===== config.mk =====
export PLATFORM = sky130hd
export DESIGN_NAME = udm_stage
export DESIGN_NICKNAME = d
export VERILOG_FILES = /design/src/hw/rtl/udm_pkg.sv /design/src/hw/rtl/udm_stage.sv
export SDC_FILE = /design/constraint.sdc
export NUM_CORES = 1
export LEC_CHECK = 0
export ABC_AREA = 1
export BUFFER_PORTS_ARGS = -buffer_cell sky130_fd_sc_hd__buf_2
export CORE_MARGIN = 1
export CORE_UTILIZATION = 45
export CTS_CLUSTER_SIZE = 20
export DETAILED_ROUTE_END_ITERATION = 6
export PLACE_DENSITY_LB_ADDON = 0.3
export SLEW_MARGIN = 20
export SYNTH_ARGS = -nofsm -noshare
export SYNTH_HDL_FRONTEND = slang
export SYNTH_SLANG_ARGS = --single-unit

===== constraint.sdc =====
create_clock -name clock -period 2.5 [get_ports clock]
set_input_delay 0 -clock clock [delete_from_list [all_inputs] [get_ports clock]]
set_output_delay 0 -clock clock [all_outputs]
set_load 0.01 [all_outputs]

===== src/hw/rtl/udm_pkg.sv =====
// ----------------------------------------------------------------------------
// udm_pkg
// Shared width constants and pipeline payload type for the 64-bit unsigned
// divider.
// ----------------------------------------------------------------------------
package udm_pkg;

   localparam int FIELD_WIDTH = 64;          // port width of every operand/result
   localparam int DATA_WIDTH  = 64;          // arithmetic width, 8..64
   localparam int LATENCY     = DATA_WIDTH + 1;

   typedef struct packed {
      logic                    divide_by_zero;
      logic [DATA_WIDTH-1:0]   rem;          // partial remainder
      logic [DATA_WIDTH-1:0]   work;         // dividend bits out, quotient bits in
      logic [DATA_WIDTH-1:0]   divisor;
   } payload_type;

endpackage
// ----------------------------------------------------------------------------


===== src/hw/rtl/udm_stage.sv =====
// ----------------------------------------------------------------------------
// udm_stage
// One restoring division step: retires one quotient bit and registers the
// updated partial remainder.
// ----------------------------------------------------------------------------
module udm_stage (
   input  logic                 clock,
   input  logic                 reset,
   input  logic                 prev_valid,
   input  udm_pkg::payload_type prev,
   output logic                 stage_valid,
   output udm_pkg::payload_type stage
);

   logic [udm_pkg::DATA_WIDTH:0]   trial;
   logic [udm_pkg::DATA_WIDTH:0]   diff;
   logic                           fits;
   udm_pkg::payload_type           stage_in;
   udm_pkg::payload_type           stage_ff;
   logic                           valid_ff;

   always_comb begin
      trial          = {prev.rem, prev.work[udm_pkg::DATA_WIDTH-1]};
      diff           = trial - {1'b0, prev.divisor};
      fits           = ~diff[udm_pkg::DATA_WIDTH];
      stage_in       = prev;
      stage_in.rem   = fits ? diff[udm_pkg::DATA_WIDTH-1:0] : trial[udm_pkg::DATA_WIDTH-1:0];
      stage_in.work  = {prev.work[udm_pkg::DATA_WIDTH-2:0], fits};
   end

   always_ff @(posedge clock) begin
      if (reset) begin
         valid_ff <= 1'b0;
      end else begin
         valid_ff <= prev_valid;
      end
   end

   always_ff @(posedge clock) begin
      stage_ff <= stage_in;
   end

   assign stage_valid = valid_ff;
   assign stage       = stage_ff;

endmodule
// ----------------------------------------------------------------------------


==> results of run 1 <==
what timing repair did:
action | in CTS | in global routing
resized for setup | 0 | 22
setup endpoints to repair | 0 | 65
hold buffers | 192 | 3
endpoints found under the hold margin | 193 | 2
per-stage QoR:
stage,hold WS (ns),util (%),setup slack [ns]
after floorplan,0.0277,-,0.592
after global placement,0.103,55.6,0.0986
after detailed placement,0.104,55.6,0.0591
after CTS,-0.340,66.1,0.0805
after global routing,0.156,66.8,-0.00348
final,0.132,66.8,0.0921
registers in the layout, summed over array words and instances (netlist names):
register,flops
stage,193
stage_valid,1
worst paths after layout:
| path | depth (start not counted) | start | to |
|---|---|---|---|
| setup / recovery | 19 | prev[30] | stage[150]$_DFF_P_ |
| hold / removal | 6 | prev[191] | stage[132]$_DFF_P_ |
area by class of cell:
class,instances,area share (%)
tap,324,2.50
clock inverter,15,1.29
multi-input combinational,1202,35.1
sequential,194,23.9
inverter,395,9.13
antenna,2,0.0308
timing repair buffer,603,25.4
clock buffer,17,2.62
per-layer routing:
metal  GRT usage [%]  up-vias  wire (µm)
met5               0        -          0
met4            14.1        0       1790
met3            5.83       95       3090
met2            62.6      604      22700
met1            44.1     5985      19800
li1                -     6531          -
cells by family after synthesis:
| group | count (synthesis) |
|---|---|
| xor+xnor | 31 |
| simple gates | 1042 |
| fa+ha+maj | 65 |
| compound gates | 64 |
| flops | 194 |
| buf+inv | 408 |
layout by cell type (no fill, tap or decap), types with 7 or more instances in the layout:
cell type / n
dfxtp_1: 194
clkbuf_16: 19
xor2_1: 30
clkinv_8: 7
buf_2: 389
nand2_2: 35
a21oi_1: 50
nand2_1: 785
nor3_1: 12
o21bai_1: 8
nand4_1: 19
buf_4: 13
ha_1: 62
dlygate4sd3_1: 195
inv_1: 390
nor2_1: 100
nand3_1: 68
power by group:
part	internal, mW	leakage, nW	switching [mW]
Combinational	1.15	7.81	1.81
Sequential	3.41	1.64	0.115
Clock	1.46	0.305	1.50
==> flow_summary_export.csv, run 1 <==
group,metric,value,unit
status,outcome,"completed",
synth,synth_xor_area_share,2.44,%
grt,grt_use_total,35.9,%
worst_setup_path,crit_arrival,2.79,ns
timing,tightest_slew,0.543,ns
timing,setup_viol,0,
grt,grt_first_pass_wirelength,69800,µm
synth,synthTopCellsByArea,"dfxtp_1 35%, nand2_1 27%, inv_1 13%, ha_1 7.2%, nor2_1 3.5%",
cells_and_area,drive_above_1_share,20.6,%
synth,synth_adder_area_share,7.37,%
worst_setup_path,cp-start-kind,"input pin",
die,initial_core_util,45.8,%
grt,gr-total-overflow,0,
placed_design,dp_cells,2521,
drt,ant_nets,0,
die,die_w,159,µm
synth,syn-cell-area,11100,µm²
pwr,p_per_area,582,nW/µm²
drt,drt_iter0_drc,918,
synth,syn-mean-instance-area,6.17,µm²
synth,synth.most_common_cell,"nand2_1",
worst_setup_path,endpoint_kind,"register",
drt,viasPerCell,4.80,
drt,drc,0,
worst_setup_path,worstPathCellList,"dlygate4sd3_1, buf_2, inv_1, ha_2, nand2_2, nor2_4, inv_2, nor2_4, inv_2, nor2_2, nand2_2, nand2_4, nand2_2, nand2_2, nand2_2, nand2_4, buf_12, nand2_1, nand2_1",
timing,clock.fmax,0.415,GHz
pwr,peakVddDrop,0.000522,V
worst_setup_path,path_delay_family,"simple AND/OR/NAND/NOR gates",
synth,syn_nets,2065,
synth,yosysTopAreaCellShare,34.9,%
job,cap_viol_max_count,0,
clocking,post-cts-setup-buffers,0,
clocking,path_clk_slew,0.09,ns
worst_setup_path,cp.required,2.88,ns
worst_hold_path,hold_path_class,"in2reg",
timing,fin_crit_sh,96.3,%
placed_design,hpwlAfterDp,34800,µm
drt,drt-total-wl,47400,µm
clocking,cts_tree,"yes",
drt,vias,13200,
grt,grt_pass1_vias,12700,
timing,hold_violations,0,
clocking,clock-root-buffer,"clkbuf_16",
synth,synth_seq_area_share,34.9,%
worst_setup_path,cp_slowest_cell,"dlygate4sd3_1",
placed_design,portBuffers,389,
worst_setup_path,critical_path.max_fanout,17,
synth,synth_top_cell_by_area,"dfxtp_1",
timing,setup_tns,0,ns
cells_and_area,regArea,3880,µm²
synth,synth_cells,1804,
die,ios,390,
die,dieArea,25400,µm²
cells_and_area,finalNetCount,2674,
synth,synth-main-ff-cell,"dfxtp_1",
cells_and_area,area.growth.synth_to_final,45.9,%
synth,synth-simple-area-share,37.7,%
pwr,p_leak,9.75,nW
drt,drt_first_pass_iters,5,
worst_setup_path,cp.buffers_inverters,6,
synth,synth_top_family_by_area,"simple AND/OR/NAND/NOR gates",
cells_and_area,multi_input_area,5700,µm²
synth,synth_compound_gate_area_share,3.06,%
placed_design,place.gp.congestion,0.933,
clocking,cts_inserted_buffers,17,
cells_and_area,fin_cells,2752,
clocking,cts-htree-levels,4,
die,rows,57,
grt,antenna_found_initial,2,
timing,slew_viol_final,0,
timing,rsz0062_at_grt,"yes",
drt,routedWlPerCell,17.2,µm
die,coreArea,24300,µm²
synth,synthArstFlopShare,0,%
timing,fin_crit,2.41,ns
synth,ys_ff_latch,194,
timing,relSlewSlack,63.5,%
synth,ys_top_cells_by_count,"793 x nand2_1, 390 x inv_1, 194 x dfxtp_1",
pwr,p_total,9.44,mW
synth,synth.distinct_cells,31,
placed_design,dpl_cell_area,13500,µm²
grt,grt_max_degree,34,
synth,yosysWarnings,0,
worst_setup_path,cp_common_cell,"nand2_2",
clocking,cts.sinks,194,
worst_setup_path,critical_path_class,"in2reg",
worst_setup_path,cp_slowest_stage_delay,0.54,ns
cells_and_area,fin_area,16200,µm²
synth,synth_edf_count,0,
cells_and_area,fillCellCount,2083,
synth,muxShareOfSynthArea,0,%
clocking,clockBufferDepth,2,
die,die_y,159,µm
Power figures use the tool's default switching activity.
==> inputs of run 2 (changes only) <==
ABC_AREA = 0   (was 1)
CORE_AREA = 2 2 153 155   (was not set)
CORE_MARGIN = not set   (was 1)
CORE_UTILIZATION = not set   (was 45)
DIE_AREA = 0 0 155 157   (was not set)
==> flow_summary_export.csv, run 2 <==
group,metric,value,unit
status,outcome,"finished, violations left",
status,violations,"negative hold slack, negative setup slack",
cells_and_area,final_core_util,70.4,%
timing,slew_viol_final,0,
drt,drt-total-wl,34700,µm
die,initial_core_util,39.7,%
clocking,cts_inserted_buffers,17,
synth,syn-cell-area,8930,µm²
synth,synthArstFlopShare,0,%
die,dieArea,24300,µm²
clocking,cts_tree,"yes",
synth,syn_nets,1198,
worst_setup_path,endpoint_kind,"register",
cells_and_area,fillCellCount,1684,
cells_and_area,finalNetCount,1966,
placed_design,place.gp.congestion,0.943,
cells_and_area,regArea,3880,µm²
cells_and_area,area.growth.synth_to_final,77.4,%
drt,viasPerCell,4.96,
placed_design,portBuffers,389,
placed_design,dpl_cell_area,12700,µm²
clocking,cts-htree-levels,4,
worst_setup_path,critical_path_class,"in2reg",
clocking,path_clk_slew,0.07,ns
cells_and_area,final_cell_mix,"384 x buf_2, 194 x dfxtp_1, 193 x dlygate4sd3_1",
synth,synth.distinct_cells,71,
grt,grt_pass1_vias,10200,
synth,synth_edf_count,0,
die,ios,390,
drt,drt_iter0_drc,554,
pwr,p_per_area,615,nW/µm²
timing,tightest_slew,0.639,ns
die,rows,55,
synth,synth_top_cell_by_area,"dfxtp_1",
synth,yosysTopAreaCellShare,43.5,%
synth,synthTopCellsByArea,"dfxtp_1 43%, ha_1 9.0%, mux2_1 6.1%, a21oi_1 4.4%, inv_1 3.7%",
synth,synth_seq_area_share,43.5,%
drt,drc,0,
pwr,peakVddDrop,0.000517,V
die,die_y,157,µm
timing,clock.fmax,0.386,GHz
clocking,clock-root-buffer,"clkbuf_16",
synth,ys_top_cells_by_count,"194 x dfxtp_1, 87 x inv_1, 78 x a21oi_1",
pwr,p_total,9.75,mW
cells_and_area,largest_reg_flops,193,
worst_hold_path,hold_path_class,"in2reg",
worst_setup_path,cp.required,2.82,ns
cells_and_area,final_common_cell,"buf_2",
timing,relSlewSlack,57.0,%
worst_setup_path,cp-start-kind,"input pin",
placed_design,hpwlAfterDp,24000,µm
cells_and_area,multi_input_area,5020,µm²
die,die_w,155,µm
job,cap_viol_max_count,0,
timing,setup_viol,56,
timing,rsz0062_at_grt,"yes",
timing,fin_crit,2.59,ns
grt,antenna_found_initial,6,
pwr,p_leak,7.96,nW
synth,synth.most_common_cell,"dfxtp_1",
timing,hold-worst-slack,-0.297,ns
synth,ys_ff_latch,194,
drt,routedWlPerCell,17.3,µm
grt,grt_max_degree,22,
synth,yosysWarnings,0,
drt,vias,9955,
synth,synth-main-ff-cell,"dfxtp_1",
worst_setup_path,critical_path.max_fanout,6,
clocking,cts.sinks,194,
timing,timing.final.ws_setup,-0.0934,ns
cells_and_area,drive_above_1_share,42.1,%
clocking,clockBufferDepth,2,
grt,grt_first_pass_wirelength,51100,µm
die,coreArea,22500,µm²
timing,fin_crit_sh,104,%
worst_setup_path,crit_arrival,2.92,ns
timing,hold_violations,2,
drt,drt_first_pass_iters,5,
cells_and_area,fin_area,15800,µm²
grt,gr-total-overflow,0,
grt,grt_use_total,26.6,%
clocking,ctsHoldBuffers,193,
synth,syn-mean-instance-area,9.53,µm²
synth,synth_cells,937,
drt,ant_nets,0,
[run 2: cell types whose count changed after synthesis, moves of 17 or more]
cell	previous run	this run
clkbuf_1	0	26
nor2_1	103	42
nand3_1	68	10
a21oi_1	52	78
xnor2_1	1	34
inv_1	390	87
nand2_2	29	0
o21ai_1	0	17
mux2_1	0	48
a21o_1	0	32
nand2_1	793	62
[run 2: path summary, 6_finish.rpt]
path | from | endpoint | depth (start not counted)
max | prev[185] | stage[157]$_DFF_P_ | 14
min | prev[0] | stage[0]$_DFF_P_ | 1
[run 2: kinds of logic (layout without fill, tap and decap cells)]
family	count (synthesis)	after routing	synth area share [%]
xor gates and xnor gates	57	57	5.59
muxes	63	63	7.90
DFF	194	194	43.5
and+or+nand+nor	201	201	11.3
other	0	6	0
AOI/OAI and AO/OA	236	236	17.3
adders and majority gates	65	65	9.19
buffers and inverters	121	902	5.21
[run 2: per-stage QoR]
stage / std cells / setup TNS [ns] / hold WS, ns / setup slack [ns]
global placement: 1760 / -28.13 / 0.102 / -0.583
global route: 2008 / -10.21 / -0.313 / -0.229
detailed placement: 1760 / -31.98 / 0.104 / -0.675
CTS: 1991 / -0.0438 / -0.312 / -0.0280
finish: 2009 / -3.10 / -0.297 / -0.0934
floorplan: 937 / -3.38 / 0.0277 / -0.214
[run 2: layout make-up]
cell class | instances | share of cell area (%)
diodes | 6 | 0.0948
clock buffers | 18 | 2.77
clock inverters | 14 | 1.15
inverters | 88 | 2.32
multi-input cells | 622 | 31.7
flip-flops and latches | 194 | 24.5
well taps | 285 | 2.25
repair buffers | 781 | 35.2
repair inverters | 1 | 0.0553
[run 2: critical path, stage by stage]
cell and delay, ns:
dlygate4sd3_1 0.53, buf_2 0.13, ha_1 0.28, nand2_1 0.10, o21ai_1 0.09, a21o_1 0.18, a21o_1 0.18, a21oi_2 0.15
nor2_1 0.07, a311oi_2 0.30, o211a_4 0.29, clkinv_8 0.12, clkbuf_16 0.19, mux2_4 0.29
[run 2: what timing repair did]
item	4_1_cts	5_1_grt
gates resized for setup	24	56
endpoints found under the setup margin	57	58
cloned	1	6
setup buffers	5	6
hold endpoints to repair	193	2
pin swaps	13	16
[run 2: metal layers]
metal	GRT usage (%)	vias to the layer above	wire length [µm]
met5	0	-	0
met1	28.2	4628	13200
met4	11.5	0	1350
met2	49.7	405	17800
li1	-	4833	-
met3	6.75	89	2390
[run 2: power by group]
part,switching [mW],internal [mW]
combinational,1.58,1.79
sequential,0.102,3.46
clock,1.42,1.40
